===== src/rtl/core/ffrf_pkg.sv =====
package ffrf_pkg;

   localparam int NUM_SLOTS  = 128;
   localparam int IDX_W      = $clog2(NUM_SLOTS);
   localparam int CNT_W      = $clog2(NUM_SLOTS + 1);
   localparam int SLOT_W     = 7;
   localparam int LEN_W      = 8;
   localparam int START_W    = 7;
   localparam int SLOT_CMP_W = (CNT_W > SLOT_W) ? CNT_W : SLOT_W;
   localparam int LEN_CMP_W  = (CNT_W > LEN_W) ? CNT_W : LEN_W;

   typedef logic [IDX_W-1:0] addr_type;
   typedef logic [CNT_W-1:0] cnt_type;

   typedef enum logic {
      OP_UPDATE = 1'b0,
      OP_SEARCH = 1'b1
   } op_type;

   typedef enum logic [1:0] {
      ST_CLEAR,
      ST_IDLE,
      ST_SCAN,
      ST_DONE
   } state_type;

   typedef struct packed {
      logic clear_step;
      logic update;
      logic search_start;
      logic scan_step;
      logic load_out;
   } cmd_type;

   typedef struct packed {
      logic clear_last;
      logic search_trivial;
      logic scan_done;
   } status_type;

endpackage


===== src/rtl/core/first_fit_free_run_finder_unit.sv =====
// Keeps one occupied bit per slot (NUM_SLOTS, 128 by default) and finds the first run of
// empty slots of a requested length, scanning upward from slot 0. After reset the block
// clears the slot map (req_tready low), then all slots are empty.
// An update item (op 0) writes one slot's bit and gives no result; slots at
// or above NUM_SLOTS are ignored. A search item (op 1) reads the map RAM one slot per cycle
// and stops at the first hit or at the last slot; a run length of 0 or above NUM_SLOTS
// skips the scan and answers with found 0. The map RAM has a single read port. Results wait
// in an output register, and the block accepts the next item while one is still pending.
module first_fit_free_run_finder_unit (
   input  logic        clock,
   input  logic        reset,
   input  logic        req_tvalid,
   output logic        req_tready,
   input  logic [15:0] req_tdata,  // slot_index[6:0], occupied[7], run_length[15:8]
   input  logic        req_tuser,  // op[0]
   output logic        rsp_tvalid,
   input  logic        rsp_tready,
   output logic [7:0]  rsp_tdata,  // start_index[6:0], zero[7]
   output logic        rsp_tuser   // found[0]
);

   ffrf_pkg::cmd_type    cmd;
   ffrf_pkg::status_type status;
   logic [ffrf_pkg::START_W-1:0] start_index;
   logic                         found;

   ffrf_ctrl u_ctrl (
      .clock      (clock),
      .reset      (reset),
      .req_tvalid (req_tvalid),
      .req_tready (req_tready),
      .op         (req_tuser),
      .rsp_tvalid (rsp_tvalid),
      .rsp_tready (rsp_tready),
      .cmd        (cmd),
      .status     (status)
   );

   ffrf_datapath u_datapath (
      .clock       (clock),
      .reset       (reset),
      .cmd         (cmd),
      .status      (status),
      .slot_index  (req_tdata[6:0]),
      .occupied    (req_tdata[7]),
      .run_length  (req_tdata[15:8]),
      .found       (found),
      .start_index (start_index)
   );

   assign rsp_tdata = {1'b0, start_index};
   assign rsp_tuser = found;

endmodule


===== src/rtl/core/ffrf_ram.sv =====
module ffrf_ram #(
   parameter int WIDTH = 1,
   parameter int DEPTH = 128
) (
   input  logic                     clock,
   input  logic                     wr_en,
   input  logic [$clog2(DEPTH)-1:0] wr_addr,
   input  logic [WIDTH-1:0]         wr_data,
   input  logic [$clog2(DEPTH)-1:0] rd_addr,
   output logic [WIDTH-1:0]         rd_data
);

   logic [WIDTH-1:0] mem_ff [DEPTH];
   logic [WIDTH-1:0] rd_data_ff;

   always_ff @(posedge clock) begin
      if (wr_en) begin
         mem_ff[wr_addr] <= wr_data;
      end
      rd_data_ff <= mem_ff[rd_addr];
   end

   assign rd_data = rd_data_ff;

endmodule


===== src/rtl/core/ffrf_datapath.sv =====
module ffrf_datapath (
   input  logic                        clock,
   input  logic                        reset,
   input  ffrf_pkg::cmd_type           cmd,
   output ffrf_pkg::status_type        status,
   input  logic [ffrf_pkg::SLOT_W-1:0] slot_index,
   input  logic                        occupied,
   input  logic [ffrf_pkg::LEN_W-1:0]  run_length,
   output logic                        found,
   output logic [ffrf_pkg::START_W-1:0] start_index
);

   ffrf_pkg::addr_type clr_addr_ff, clr_addr_in;
   ffrf_pkg::addr_type rd_addr_ff, rd_addr_in;
   ffrf_pkg::addr_type pos_ff, pos_in;
   ffrf_pkg::cnt_type  run_ff, run_in;
   ffrf_pkg::cnt_type  base_ff, base_in;
   ffrf_pkg::cnt_type  want_ff, want_in;
   logic                          res_found_ff, res_found_in;
   logic [ffrf_pkg::START_W-1:0]  res_start_ff, res_start_in;
   logic                          found_ff, found_in;
   logic [ffrf_pkg::START_W-1:0]  start_ff, start_in;

   ffrf_pkg::addr_type ram_raddr;
   ffrf_pkg::addr_type ram_waddr;
   logic               ram_we;
   logic               ram_wdata;
   logic               ram_rdata;

   logic               in_range;
   ffrf_pkg::cnt_type  run_plus;
   logic               hit;
   logic               last;

   ffrf_ram #(
      .WIDTH (1),
      .DEPTH (ffrf_pkg::NUM_SLOTS)
   ) u_map (
      .clock   (clock),
      .wr_en   (ram_we),
      .wr_addr (ram_waddr),
      .wr_data (ram_wdata),
      .rd_addr (ram_raddr),
      .rd_data (ram_rdata)
   );

   assign in_range = ffrf_pkg::SLOT_CMP_W'(slot_index)
                     < ffrf_pkg::SLOT_CMP_W'(ffrf_pkg::NUM_SLOTS);

   assign ram_we    = cmd.clear_step || (cmd.update && in_range);
   assign ram_waddr = cmd.clear_step ? clr_addr_ff : ffrf_pkg::IDX_W'(slot_index);
   assign ram_wdata = cmd.clear_step ? 1'b0 : occupied;
   assign ram_raddr = cmd.search_start ? '0 : rd_addr_ff;

   assign run_plus = run_ff + ffrf_pkg::CNT_W'(1);
   assign hit      = !ram_rdata && (run_plus == want_ff);
   assign last     = pos_ff == ffrf_pkg::IDX_W'(ffrf_pkg::NUM_SLOTS - 1);

   assign status.clear_last     = clr_addr_ff == ffrf_pkg::IDX_W'(ffrf_pkg::NUM_SLOTS - 1);
   assign status.search_trivial = (run_length == '0)
                                  || (ffrf_pkg::LEN_CMP_W'(run_length)
                                      > ffrf_pkg::LEN_CMP_W'(ffrf_pkg::NUM_SLOTS));
   assign status.scan_done      = hit || last;

   always_comb begin
      clr_addr_in  = clr_addr_ff;
      rd_addr_in   = rd_addr_ff;
      pos_in       = pos_ff;
      run_in       = run_ff;
      base_in      = base_ff;
      want_in      = want_ff;
      res_found_in = res_found_ff;
      res_start_in = res_start_ff;
      found_in     = found_ff;
      start_in     = start_ff;

      if (cmd.clear_step) begin
         clr_addr_in = clr_addr_ff + ffrf_pkg::IDX_W'(1);
      end

      if (cmd.search_start) begin
         rd_addr_in   = ffrf_pkg::IDX_W'(1);
         pos_in       = '0;
         run_in       = '0;
         base_in      = '0;
         want_in      = ffrf_pkg::CNT_W'(run_length);
         res_found_in = 1'b0;
         res_start_in = '0;
      end

      if (cmd.scan_step) begin
         rd_addr_in = rd_addr_ff + ffrf_pkg::IDX_W'(1);
         pos_in     = pos_ff + ffrf_pkg::IDX_W'(1);
         if (ram_rdata) begin
            run_in  = '0;
            base_in = ffrf_pkg::CNT_W'(pos_ff) + ffrf_pkg::CNT_W'(1);
         end else begin
            run_in = run_plus;
         end
         if (hit) begin
            res_found_in = 1'b1;
            res_start_in = ffrf_pkg::START_W'(base_ff);
         end else if (last) begin
            res_found_in = 1'b0;
            res_start_in = '0;
         end
      end

      if (cmd.load_out) begin
         found_in = res_found_ff;
         start_in = res_start_ff;
      end
   end

   always_ff @(posedge clock) begin
      if (reset) begin
         clr_addr_ff <= '0;
      end else begin
         clr_addr_ff <= clr_addr_in;
      end
   end

   always_ff @(posedge clock) begin
      rd_addr_ff   <= rd_addr_in;
      pos_ff       <= pos_in;
      run_ff       <= run_in;
      base_ff      <= base_in;
      want_ff      <= want_in;
      res_found_ff <= res_found_in;
      res_start_ff <= res_start_in;
      found_ff     <= found_in;
      start_ff     <= start_in;
   end

   assign found       = found_ff;
   assign start_index = start_ff;

endmodule


===== src/rtl/core/ffrf_ctrl.sv =====
module ffrf_ctrl (
   input  logic                 clock,
   input  logic                 reset,
   input  logic                 req_tvalid,
   output logic                 req_tready,
   input  logic                 op,
   output logic                 rsp_tvalid,
   input  logic                 rsp_tready,
   output ffrf_pkg::cmd_type    cmd,
   input  ffrf_pkg::status_type status
);

   ffrf_pkg::state_type state_ff, state_in;
   logic                out_vld_ff, out_vld_in;
   logic                accept;
   logic                out_free;

   assign req_tready = state_ff == ffrf_pkg::ST_IDLE;
   assign accept     = req_tvalid && req_tready;
   assign out_free   = !out_vld_ff || rsp_tready;
   assign rsp_tvalid = out_vld_ff;

   always_ff @(posedge clock) begin
      if (reset) begin
         state_ff   <= ffrf_pkg::ST_CLEAR;
         out_vld_ff <= 1'b0;
      end else begin
         state_ff   <= state_in;
         out_vld_ff <= out_vld_in;
      end
   end

   always_comb begin
      state_in   = state_ff;
      out_vld_in = out_vld_ff && !rsp_tready;
      cmd        = '0;

      unique case (state_ff)
         ffrf_pkg::ST_CLEAR: begin
            cmd.clear_step = 1'b1;
            if (status.clear_last) begin
               state_in = ffrf_pkg::ST_IDLE;
            end
         end
         ffrf_pkg::ST_IDLE: begin
            if (accept) begin
               if (op == ffrf_pkg::OP_UPDATE) begin
                  cmd.update = 1'b1;
               end else begin
                  cmd.search_start = 1'b1;
                  state_in = status.search_trivial ? ffrf_pkg::ST_DONE : ffrf_pkg::ST_SCAN;
               end
            end
         end
         ffrf_pkg::ST_SCAN: begin
            cmd.scan_step = 1'b1;
            if (status.scan_done) begin
               state_in = ffrf_pkg::ST_DONE;
            end
         end
         ffrf_pkg::ST_DONE: begin
            if (out_free) begin
               cmd.load_out = 1'b1;
               out_vld_in   = 1'b1;
               state_in     = ffrf_pkg::ST_IDLE;
            end
         end
         default: begin
            state_in = ffrf_pkg::ST_IDLE;
         end
      endcase
   end

endmodule


===== config.mk =====
export PLATFORM = sky130hd
export DESIGN_NAME = first_fit_free_run_finder_unit
export DESIGN_NICKNAME = d
export VERILOG_FILES = /design/src/rtl/core/ffrf_pkg.sv /design/src/rtl/core/first_fit_free_run_finder_unit.sv /design/src/rtl/core/ffrf_ram.sv /design/src/rtl/core/ffrf_datapath.sv /design/src/rtl/core/ffrf_ctrl.sv
export SDC_FILE = /design/constraint.sdc
export NUM_CORES = 1
export LEC_CHECK = 0
export BUFFER_PORTS_ARGS = -buffer_cell sky130_fd_sc_hd__clkbuf_2
export CORE_ASPECT_RATIO = 0.6
export CORE_MARGIN = 5
export CORE_UTILIZATION = 50
export DETAILED_ROUTE_END_ITERATION = 10
export GPL_ROUTABILITY_DRIVEN = 0
export PLACE_DENSITY = 0.79
export REMOVE_ABC_BUFFERS = 1
export SYNTH_ARGS = -nofsm -noshare
export SYNTH_HDL_FRONTEND = slang
export SYNTH_SLANG_ARGS = --single-unit

===== constraint.sdc =====
create_clock -name clock -period 6.5 [get_ports clock]
set_input_delay 0.325 -clock clock [delete_from_list [all_inputs] [get_ports clock]]
set_output_delay 0.325 -clock clock [all_outputs]
set_load 0.05 [all_outputs]

---- Word level (Yosys, flattened, before mapping) ----
Memory sizes are Yosys's and may differ from the RTL's. A register that Yosys moved wholly into a read port is not among the register bits.
Index checks and enable logic that the tools add are counted.
storage, ports and cells
  register bits ........................... 64
  memory bits (writable) .................. 128
  input port bits ......................... 21
  logic and storage cells ................. 84
  memories kept ........................... 1
operators by class
  $add $sub $neg .......................... 5
  order comparisons ....................... 1
  equal/unequal tests ..................... 11
  multiplexer cells ....................... 40
  reductions and logical operators ........ 14
memories
  memory                   words  width  read ports  clocked after memory_dff  write ports  line            RTL
  u_datapath.u_map.mem_ff  128    1      1           1                         1            ffrf_ram.sv:13  logic [WIDTH-1:0] mem_ff [DEPTH];
operators by type and width
  cell                                                    number
  2-to-1 mux 7 bit                                        10
  2-to-1 mux 8 bit                                        6
  adder 7 x 1 -> 7 bit (second input constant)            3
  2-to-1 mux 1 bit                                        16
  == test 7 bit (second input constant)                   2
  2-to-1 mux 2 bit                                        7
  adder 7 x 1 -> 8 bit (second input constant)            1
  adder 8 x 1 -> 8 bit (second input constant)            1
  == test 8 bit                                           1
  > comparator 8 bit (second input constant)              1
  logical NOT 8 bit                                       1
  inequality test 2 bit (second input constant)           4
  case mux 2 bit (4 select lines)                         1
  AND reduction 5 bit                                     1
  == test 2 bit (second input constant)                   2
  logical OR 1 bit                                        4
  logical AND 1 bit                                       3
  logical NOT 1 bit                                       3
  == test 2 x 1 -> 1 bit (second input constant)          1
  logical NOT 2 bit                                       1
  inequality test 2 x 1 -> 1 bit (second input constant)  1
  nonzero test 2 bit                                      1

---- Depth between registers and ports, before layout ----
Gate-level depths: netlist of run 1.
  word-level depth ........................ 8
  depth in mapped cells ................... 10

---- Cells and area by module ----
A second synthesis of run 1 with hierarchy kept.
unflattened totals
  cells, all modules ...................... 658
  area, all modules ....................... 8773.4 µm²
modules (own cells, without submodules)
  module                          instances  cells an instance  area each (µm²)
  ffrf_ram                        1          395                5719.2
  ffrf_datapath                   1          233                2768.9
  ffrf_ctrl                       1          28                 274.0
  first_fit_free_run_finder_unit  1          2                  11.3

---- Least setup slack after synthesis of run 1 ----
OpenSTA, ideal clock, no wires.
  path type ............................... register to register
  start point ............................. reg u_ctrl.state_ff[0]
  end point ............................... mem u_datapath.u_map.mem_ff[0], data pin
  data arrival time ....................... 4206 ps
  required time ........................... 5675 ps
  path slack .............................. 1469 ps
  cell stages (with the launch flop) ...... 6
  buffers on the path ..................... 2
  clock period less this slack ............ 5031 ps
  cell sequence ........................... dfxtp_1 > inv_1 > ha_1 > clkbuf_1 > buf_1 > nor2b_1
on the way
  cells in the longest elaborated chain, start to end .. 3
ends and longest elaborated chain
  item                      line                 RTL
  from (decl)               ffrf_ctrl.sv:13      ffrf_pkg::state_type state_ff, state_in;
  from (signal assigned)    ffrf_ctrl.sv:25      state_ff <= ffrf_pkg::ST_CLEAR;
  from (signal assigned)    ffrf_ctrl.sv:28      state_ff <= state_in;
  logical NOT 2 bit         ffrf_ctrl.sv:38      unique case (state_ff)
  2-to-1 mux 1 bit          ffrf_ctrl.sv:38
  2-to-1 mux 1 bit          ffrf_datapath.sv:52  assign ram_wdata = cmd.clear_step ? 1'b0 : occupied;
  via u_datapath.ram_wdata  ffrf_datapath.sv:27  logic ram_wdata;
  to (decl)                 ffrf_ram.sv:13
The timed path passes the listed nets, and every way through them passes these cells.

---- Worst setup path after layout of run 1 ----
  start point ............................. reg u_ctrl.state_ff[1]
  end point ............................... reg u_datapath.u_map.rd_data_ff, in the netlist u_datapath.u_map.rd_data (read register of u_datapath.u_map.mem_ff)
on the way
  cells in the longest elaborated chain, start to end .. 5
ends and longest elaborated chain
  item                        line                              RTL
  == test 2 x 1 -> 1 bit (*)  ffrf_ctrl.sv:18, ffrf_ctrl.sv:38
  logical AND 1 bit           ffrf_ctrl.sv:19                   assign accept = req_tvalid && req_tready;
  2-to-1 mux 2 bit            ffrf_ctrl.sv:46                   if (accept) begin
  2-to-1 mux 2 bit (*)        ffrf_ctrl.sv:38
  2-to-1 mux 7 bit (*)        ffrf_datapath.sv:53               assign ram_raddr = cmd.search_start ? '0 : rd_addr_ff;
  to (decl)                   ffrf_ram.sv:14                    logic [WIDTH-1:0] rd_data_ff;
Every way passes the cells marked *; elsewhere a longest branch is shown, timed or not.
A chain may end at the register's enable or synchronous reset.

==> run metrics, run 1 <==
status=finished, final reports clean; GRT Total Usage=20.3%; wire length per cell=~20 um; total routed wirelength=~21 mm; Worst Hold Slack=89.3 ps; site row count=37; Place WS=3590 ps; # DRC=0; Startpoint Class=flop; Setup TNS Final=0 ps; gr ovfl total=0; CP endpoint kind=flop; antenna violations before repair=0; via count=6073; Skew-Pair Late Insertion Delay=440 ps; final worst-path setup slack=3500 ps; DR pass1 iterations=5; first-pass GRT wire length=32.5 mm; Final Skew=about 18 ps; type of the worst min-delay path=in -> reg; Final Util=~57%; CTS resizes=0; FMAX=between 300 and 400 MHz; number of global-route vias before repair=between 5k and 6k; hold-fix buffers at CTS=0; minimum clock period=between 3000 and 4000 ps; asr flop ratio synth=0%; Post-CTS Setup Inserts=0; die width=182 um; root buffer cell=clkbuf_16; die height=113 um; relative slew slack=30.4%; crit-path max FO=34; r2r setup slk=3500 ps; CTS Sinks=~190; Starting Density=51.4%; core area=17300 um2; Final ANT Viol Nets=0; Pwr Total=around 0.0033 W; Main synth FF type=edfxtp_1; top cell type by total area after synthesis=edfxtp_1; placed wire-length estimate=13.1 mm; Leak=roughly 3.4 nW; Final Setup Violations=0; Yosys reg bits=between 150 and 200; die area=20600 um2; Max Cap Viol=0; Syn Area/Cell=11.7 um2; synthesized area=8870 um2; deepest clock path buffer count=2; ANT cells=0; Post-synth EDFFs=166; clk slew on worst S/H paths=70 ps; 1st-iter DRT viols=883; post-synth top area share=56.2%; Yosys warnings=0; Synth Instances=around 760; cell area power density=338 nW/um2; fraction of layout cells with a size suffix above 1=approximately 12%; H-tree depth=4; vias per std cell=around 6.0; fin. max-slew vios=0; Cell variety after synth=between 60 and 70; unrepaired setup endpoints after global routing=no; Peak VDD IR=0.000238 V; Ports=32; part of the cycle the worst path needs=a little under half; CTS tree=built; Num CTS Buffers=17; Worst EP required=between 6000 and 7000 ps; critical path class=reg -> reg; Area Growth Syn to Fin=10.7%; final hold violations=0; Worst Max-Slew Pin Slew=1040 ps; nets=798; largest cells by area after synthesis=edfxtp_1 (56%), nor2_1 (7.0%), dfxtp_1 (5.9%); largest net degree at the start of global routing=95; Seq/Total Area, Yosys=between 60% and 70%; worst endpoint data arrival time=3350 ps; PortBufs=30
## power breakdown
part	internal, W	switching, W
Clock	0.000653	0.000478
Sequential	0.00149	0.0000623
Combinational	0.000163	0.000476
Total	0.00231	0.00102
## placed cells by master (no fill, tap or decap), types with 4 or more instances in the layout
cell type / Yosys / final
clkbuf_2: 0 / 30
buf_4: 2 / 6
edfxtp_1: 166 / 166
bufinv_16: 0 / 4
nor2b_1: 10 / 9
nand2_1: 67 / 67
o211ai_1: 5 / 5
nand4_1: 7 / 7
nor2_1: 166 / 166
a21oi_1: 15 / 15
xnor2_1: 12 / 12
mux2_2: 7 / 7
ha_1: 8 / 8
o21a_1: 4 / 4
nand3_1: 32 / 32
nor3_1: 11 / 11
mux4_2: 12 / 12
nand2b_1: 6 / 6
clkbuf_16: 0 / 17
inv_1: 23 / 23
a31oi_1: 9 / 9
mux2i_1: 22 / 22
o221ai_1: 4 / 4
o21ai_0: 21 / 21
a211oi_1: 4 / 4
dfxtp_1: 26 / 26
o32ai_1: 7 / 7
a2111oi_0: 5 / 5
xor2_1: 13 / 13
## cell usage after synthesis (6+ instances only)
cell,number
mux4_2,12
mux2_2,7
xnor2_1,12
inv_1,23
nor2b_1,10
xor2_1,13
o32ai_1,7
nor2_1,166
dfxtp_1,26
buf_2,8
nand2_1,67
edfxtp_1,166
nor3_1,11
mux2i_1,22
nand4_1,7
o21ai_0,21
ha_1,8
buf_1,6
a21oi_1,15
nand2b_1,6
nand3_1,32
clkbuf_1,25
a31oi_1,9
## through the flow
stage               instance area, um2  std cells
floorplan                         8690        714
global placement                  9180        984
detailed placement                9180        984
CTS                               9820       1016
global route                      9820       1016
finish                            9820       1016
## final cells by class
| cell class | instances | area [um2] |
|---|---|---|
| clock buffers | 18 | 429 |
| well taps | 234 | 293 |
| inverters | 23 | 86.3 |
| repair buffers | 36 | 195 |
| fillers | 1390 | 7450 |
| multi-input cells | 499 | 3100 |
| clock inverters | 14 | 205 |
| flip-flops and latches | 192 | 5510 |
## cells by family (layout without fill, tap and decap cells)
family / count (synthesis) / after routing / share of synthesized area, %
adder cells (fa/ha/maj): 8 / 8 / 1.13
multiplexers: 41 / 41 / 6.42
flip-flops: 192 / 192 / 62.1
other: 1 / 1 / 0.0423
buffers and inverters: 65 / 91 / 3.03
AO/OA/AOI/OAI: 106 / 106 / 8.65
XOR/XNOR: 28 / 28 / 3.30
AND/OR/NAND/NOR: 315 / 315 / 15.3
## per-layer routing
| layer | up-vias | share of wire (%) | track usage [%] |
|---|---|---|---|
| met2 | 319 | 42 | 28.4 |
| met4 | 0 | 1.0 | 3.90 |
| met3 | 23 | 11 | 6.62 |
| li1 | 2772 | - | - |
| met1 | 2959 | 46 | 31.1 |
| met5 | - | 0 | 0 |
## state kept, by name, summed over array words and instances, names as in the netlist
signal	count
u_datapath.u_map.rd_data	1
u_datapath.clr_addr_ff	7
u_ctrl.state_ff	2
u_datapath.found	1
u_ctrl.rsp_tvalid	1
u_datapath.base_ff	7
u_datapath.res_start_ff	7
u_datapath.u_map.mem_ff	128
u_datapath.rd_addr_ff	7
u_datapath.want_ff	8
u_datapath.res_found_ff	1
u_datapath.pos_ff	7
u_datapath.run_ff	8
u_datapath.start_index	7
## path summary, 6_finish.rpt
check	depth (start not counted)	startpoint	end
min	1	req_tdata[14]	u_datapath.want_ff[6]
max	10	u_ctrl.state_ff[1]	u_datapath.u_map.rd_data
max reg2reg	10	u_ctrl.state_ff[1]	u_datapath.u_map.rd_data
min reg2reg	0	u_datapath.res_start_ff[6]	u_datapath.start_index[6]
## critical path, cell delays in order (launching register included)
cell       delay [ps]
dfxtp_1           370
inv_1              90
ha_1              270
nand3_1           100
buf_4             360
inv_1             490
a2111oi_0         530
a21oi_1            90
o221ai_1          260
o221ai_1          170
a32oi_1           170
Note: power is estimated with default switching activity, not from simulation.
==> run 2: changes to the inputs <==
- ABC_AREA: unset -> 1
- PLACE_DENSITY: 0.79 -> 0.81
- clock period: 6.5 -> 2.4 ns (I/O delays scaled with it)
==> run 2 against run 1 <==
- non-clock buffer count grew 55
- clock skew grew 2.1 ps
- sequential share of layout area down 4.7 points
- core utilization up 2.3 points
- register-to-register slack lost 3400 ps
- largest cell class unchanged
- largest power group unchanged
- highest routed layer unchanged
==> run metrics, run 2 <==
relative slew slack=61.5%; top cell type by total area after synthesis=edfxtp_1; CP endpoint kind=flop; top flop regs=u_datapath.u_map.mem_ff (128), u_datapath.run_ff (8), u_datapath.want_ff (8); max reg flops=128; worst-case reg-to-reg path depth=8; wire length per cell=17.0 um; die width=186 um; CTS Sinks=approximately 190; status=finished, final reports clean; # DRC=0; largest net degree at the start of global routing=60; Main synth FF type=edfxtp_1; Final Setup Violations=0; site row count=38; Register Area=5510 um2; via count=7369; Ports=32; die height=115 um; commonest cells in the netlist=nor2_1 (207), edfxtp_1 (166), nand2_1 (164), nand3_1 (154), inv_1 (113); antenna violations before repair=0; first-pass GRT wire length=35.7 mm; fraction of layout cells with a size suffix above 1=between 10% and 20%; Skew-Pair Late Insertion Delay=440 ps; commonest cells after routing, fill and taps aside=nor2_1 (201), edfxtp_1 (166), nand2_1 (163), nand3_1 (153), inv_1 (113); die area=between 20000 and 25000 um2; PortBufs=30; Final Skew=19.9 ps; root buffer cell=clkbuf_16; Worst Min Path Start=req_tdata[7]; FMAX=435 MHz; Post-CTS Setup Inserts=0; Worst EP required=2530 ps; Critical Path Start=u_ctrl.state_ff[0]; Startpoint Class=flop; unrepaired setup endpoints after global routing=no; count leader, synth=nor2_1; minimum clock period=2300 ps; worst endpoint data arrival time=2430 ps; GR peak layer=met1; type of the worst min-delay path=in -> reg; Final Util=59.1%; Area Growth Syn to Fin=15.7%; area of the multi-input gates=~3100 um2; gr ovfl total=0; most common cell after layout, fill and taps aside=nor2_1; DR pass1 iterations=6; DP Area=between 9000 and 10000 um2; Yosys reg bits=about 190; placed wire-length estimate=14.9 mm; reg2reg start=u_ctrl.state_ff[0]; Seq/Total Area, Yosys=59.5%; asr flop ratio synth=0%; Starting Density=51.1%; cell area power density=1060 nW/um2; part of the cycle the worst path needs=95.9%; Cell variety after synth=33; Filler cells=1469; nets=1107; core area=18100 um2; fin. max-slew vios=0; Hold Path Cell Cnt=3; Post-synth EDFFs=166; Max Cap Viol=0; slowest CP cell=dfxtp_1; Synth Instances=1011; final hold violations=0; register with the most flip-flops=u_datapath.u_map.mem_ff; Post-Layout Inst Area=10700 um2; CTS tree=built; post-synth top area share=53.9%; cells along the critical path=inv_1 -> ha_2 -> buf_12 -> nand2_1 -> o21ai_2 -> nor2_1 -> nand2_1 -> nor2_1; synthesized area=9250 um2; number of global-route vias before repair=6759; Yosys warnings=0; GRT Total Usage=21.6%; deepest clock path buffer count=2; Syn Area/Cell=9.15 um2; Final ANT Viol Nets=0; vias per std cell=5.54; Peak VDD IR=~0.0006 V; largest cells by area after synthesis=edfxtp_1 (54%), nor2_1 (8.4%), nand3_1 (8.3%); ANT cells=0; largest stage delay on the critical path=390 ps; Leak=4.28 nW; Worst Max-Slew Pin Slew=576 ps; Num CTS Buffers=17; 1st-iter DRT viols=between 1k and 1.5k; H-tree depth=4; crit-path max FO=13; clk slew on worst S/H paths=80 ps; critical path class=reg -> reg; GRT met3 Usage=approximately 5.3%; M2 GR Usage=31.4%; met1 Use GR=33.0%; total routed wirelength=22.6 mm
==> run 2: cell families after synthesis <==
family                   after synthesis  synth area share [%]
XOR/XNOR                              11                  1.19
adder cells (fa/ha/maj)                8                  1.08
buffers and inverters                161                  7.13
other                                  1                0.0405
AND/OR/NAND/NOR                      592                  28.5
AO/OA/AOI/OAI                         46                  2.61
flip-flops                           192                  59.5
==> run 2: per-layer routing <==
metal	up-vias	share of wire, %
met2	384	43
met4	0	0.99
met5	-	0
li1	3475	-
met3	27	11
met1	3483	45
==> run 2: what timing repair did <==
| item | CTS | global route |
|---|---|---|
| endpoints found under the hold margin | 14 | 0 |
| endpoints found under the setup margin | 16 | 108 |
| resized for setup | 1 | 13 |
| hold buffers | 10 | 0 |
==> run 2: worst paths after layout <==
| path | to | slack (ps) |
|---|---|---|
| min | u_datapath.u_map.mem_ff[62] | 180 |
| max reg2reg | u_datapath.u_map.mem_ff[38] | 100 |
| max | u_datapath.u_map.mem_ff[38] | 100 |
| min reg2reg | u_datapath.start_index[1] | 430 |
==> run 2: through the flow <==
stage               setup slack (ps)  total power (W)  hold WS, ps  cells  setup TNS [ps]
CTS                             40.5           0.0113          168   1331               0
finish                          99.0           0.0114          182   1331               0
global placement                89.7          0.00821          309   1289               0
global route                    12.7           0.0120          203   1331               0
floorplan                      -2210          0.00677          189    968         -317230
detailed placement             -19.7          0.00830          314   1289           -23.6
==> run 2: layout make-up <==
class / count / area share [%]
Sequential cell: 192 / 51.4
Multi-Input combinational cell: 658 / 29.4
Timing Repair Buffer: 91 / 6.50
Clock buffer: 22 / 4.64
Inverter: 118 / 4.14
Tap cell: 240 / 2.80
Clock inverter: 10 / 1.13
==> run 2: power by group <==
part / total, W / internal [W] / switching [W]
combinational: 0.00394 / 0.00123 / 0.00271
sequential: 0.00450 / 0.00424 / 0.000255
clock: 0.00296 / 0.00170 / 0.00126
total: 0.0114 / 0.00717 / 0.00423
==> run 2: worst max-delay path: cells and delay by family (launching register included) <==
family	cells	cell delay [ps]
and+or+nand+nor	4	1030
DFF	1	390
buffers and inverters	2	250
adders and majority gates	1	240
AOI/OAI and AO/OA	1	70
==> run 3: changes to the inputs <==
- ABC_CLOCK_PERIOD_IN_PS: unset -> 2400
- SYNTH_HIERARCHICAL: unset -> 1
==> run 3 against run 2 <==
- clock power decreased by 3%
- via count down 1.3%
- global-route usage rose by 0.54 points
- critical path depth is 10 higher
- clock-buffer cell count is 5 lower
- critical path type unchanged
==> run metrics, run 3 <==
via count=7275; deepest clock path buffer count=2; max reg flops=128; count leader, synth=nand2_1; power share of the sequential group=around 51%; Critical Path Start=u_ctrl/state_ff[1]; internal power=0.00534 W; crit-path max FO=32; total routed wirelength=between 20 and 25 mm; largest net degree at the start of global routing=~130; Syn Area/Cell=9.04 um2; part of the cycle the worst path needs=94.6%; Cell variety after synth=35; Area Growth Syn to Fin=15.8%; 1st-iter DRT viols=roughly 1.1k; wire length per cell=17.7 um; CP endpoint kind=flop; Clk pwr share=39.5%; site row count=38; top flop regs=u_datapath/u_map/mem_ff (128), u_datapath/run_ff (8), u_datapath/want_ff (8); CTS Sinks=192; Num CTS Buffers=17; reg2reg start=u_ctrl/state_ff[1]; FMAX=440 MHz; CTS tree=built; synthesized area=between 9000 and 10000 um2; # DRC=0; PortBufs=30; status=finished, final reports clean; Post-synth EDFFs=166; Main synth FF type=edfxtp_1; Sw Share=26.2%; Filler cells=1500; Peak VDD IR=0.000412 V; Ports=32; die width=184 um; Final Skew=13.7 ps; fin. max-slew vios=0; root buffer cell=clkbuf_16; most common cell after layout, fill and taps aside=nand2_1; antenna violations before repair=0; Worst Min Path Start=req_tuser; Seq/Total Area, Yosys=60.3%; Startpoint Class=flop; die height=between 100 and 150 um; minimum clock period=2270 ps; GRT Total Usage=22.1%; H-tree depth=4; largest cells by area after synthesis=edfxtp_1 (55%), nand2_1 (11%), nand3_1 (8.5%); Logic pwr share=under 10%; relative slew slack=60.3%; gr ovfl total=0; final hold violations=0; vias per std cell=5.52; asr flop ratio synth=0%; Worst EP required=about 2700 ps; DR pass1 iterations=6; Starting Density=50.7%; ANT cells=0; Final Setup Violations=0; placed wire-length estimate=roughly 14 mm; Skew-Pair Late Insertion Delay=roughly 430 ps; Leak=~4.1 nW; Final ANT Viol Nets=0; critical path class=reg -> reg; type of the worst min-delay path=in -> reg; Final Util=58.7%; die area=21200 um2; fraction of layout cells with a size suffix above 1=about 15%; top cell type by total area after synthesis=edfxtp_1; register with the most flip-flops=u_datapath/u_map/mem_ff; Yosys warnings=6; Worst Max-Slew Pin Slew=about 590 ps; clk slew on worst S/H paths=70 ps; nets=~1.1k; core area=about 18000 um2; Max Cap Viol=0; Yosys reg bits=about 190; commonest cells in the netlist=nand2_1 (268), nor2_1 (177), edfxtp_1 (166), nand3_1 (156), inv_1 (81); commonest cells after routing, fill and taps aside=nand2_1 (256), nor2_1 (166), edfxtp_1 (166), nand3_1 (154), inv_1 (78); worst endpoint data arrival time=around 2600 ps; cell area power density=684 nW/um2; first-pass GRT wire length=36.4 mm; post-synth top area share=54.6%; number of global-route vias before repair=approximately 6.9k; sw power=0.00189 W; DP Area=slightly below 10000 um2; Post-Layout Inst Area=10600 um2; Synth Instances=1010
## run 3: worst paths after layout
| path | cells past startpoint | end | slack, ps |
|---|---|---|---|
| setup / recovery | 18 | u_datapath/u_map/rd_data | 130 |
| hold / removal | 7 | u_ctrl/state_ff[1] | 210 |
| setup reg to reg | 18 | u_datapath/u_map/rd_data | 130 |
| hold reg to reg | 0 | u_datapath/found | 450 |
## run 3: cell type report
cell class	count	area [um2]	area share [%]
Clock buffer	17	425	4.02
Clock inverter	15	175	1.66
Timing Repair Buffer	75	631	5.96
Multi-Input combinational cell	693	3220	30.4
Tap cell	240	300	2.84
Sequential cell	192	5510	52.1
Inverter	85	322	3.04
## run 3: cells by family (layout without fill, tap and decap cells)
logic type	Yosys count	in the layout	share of synthesized area [%]
AO/OA/AOI/OAI	31	31	1.79
flip-flops	192	192	60.3
buffers and inverters	125	192	5.88
other	1	1	0.0411
XOR/XNOR	5	5	0.480
adder cells (fa/ha/maj)	8	8	1.10
AND/OR/NAND/NOR	648	648	30.4
## run 3: timing repair
action	in CTS	in global routing
setup endpoints to repair	91	131
gates cloned	0	2
endpoints found under the hold margin	16	0
setup buffers	0	2
pin swaps	0	1
hold buffers	10	0
resized for setup	5	38
## run 3: power by group through the flow
stage	sequential, W	combinational (W)	clock, W
floorplan	0.00377	0.000344	0
CTS	0.00369	0.000628	0.00288
global placement	0.00377	0.000594	0
global route	0.00370	0.000739	0.00304
finish	0.00369	0.000683	0.00286
detailed placement	0.00377	0.000604	0
## run 3: critical path: stages (launching register included)
cell and delay [ps]:
dfxtp_1 310, inv_1 110, ha_4 180, inv_2 40, nor2_1 90, buf_4 180, nor2_4 60, buf_4 150
clkbuf_16 200, nand2_1 80, nand3_1 130, nand3_1 140, nand3_1 90, nand2_1 80, nand2_1 60, nand3_1 90
nand2_1 60, nand2_1 50, nand2_1 60
## run 3: layer usage
metal	share of wire, %	track usage [%]
met1	43	33.2
met2	42	30.9
met3	13	7.90
met4	1.5	5.07
met5	0	0
## run 3: through the flow
stage | worst slack, ps | instances | TNS, ps | hold slack, ps | total power (W)
after CTS | 28.1 | 1313 | 0 | 194 | 0.00720
after global placement | -64.5 | 1271 | -799 | 322 | 0.00436
after floorplan | -2650 | 970 | -285020 | 189 | 0.00411
after global routing | -18.3 | 1317 | -57.0 | 256 | 0.00747
after detailed placement | -172 | 1271 | -5310 | 323 | 0.00437
final | 129 | 1317 | 0 | 213 | 0.00724
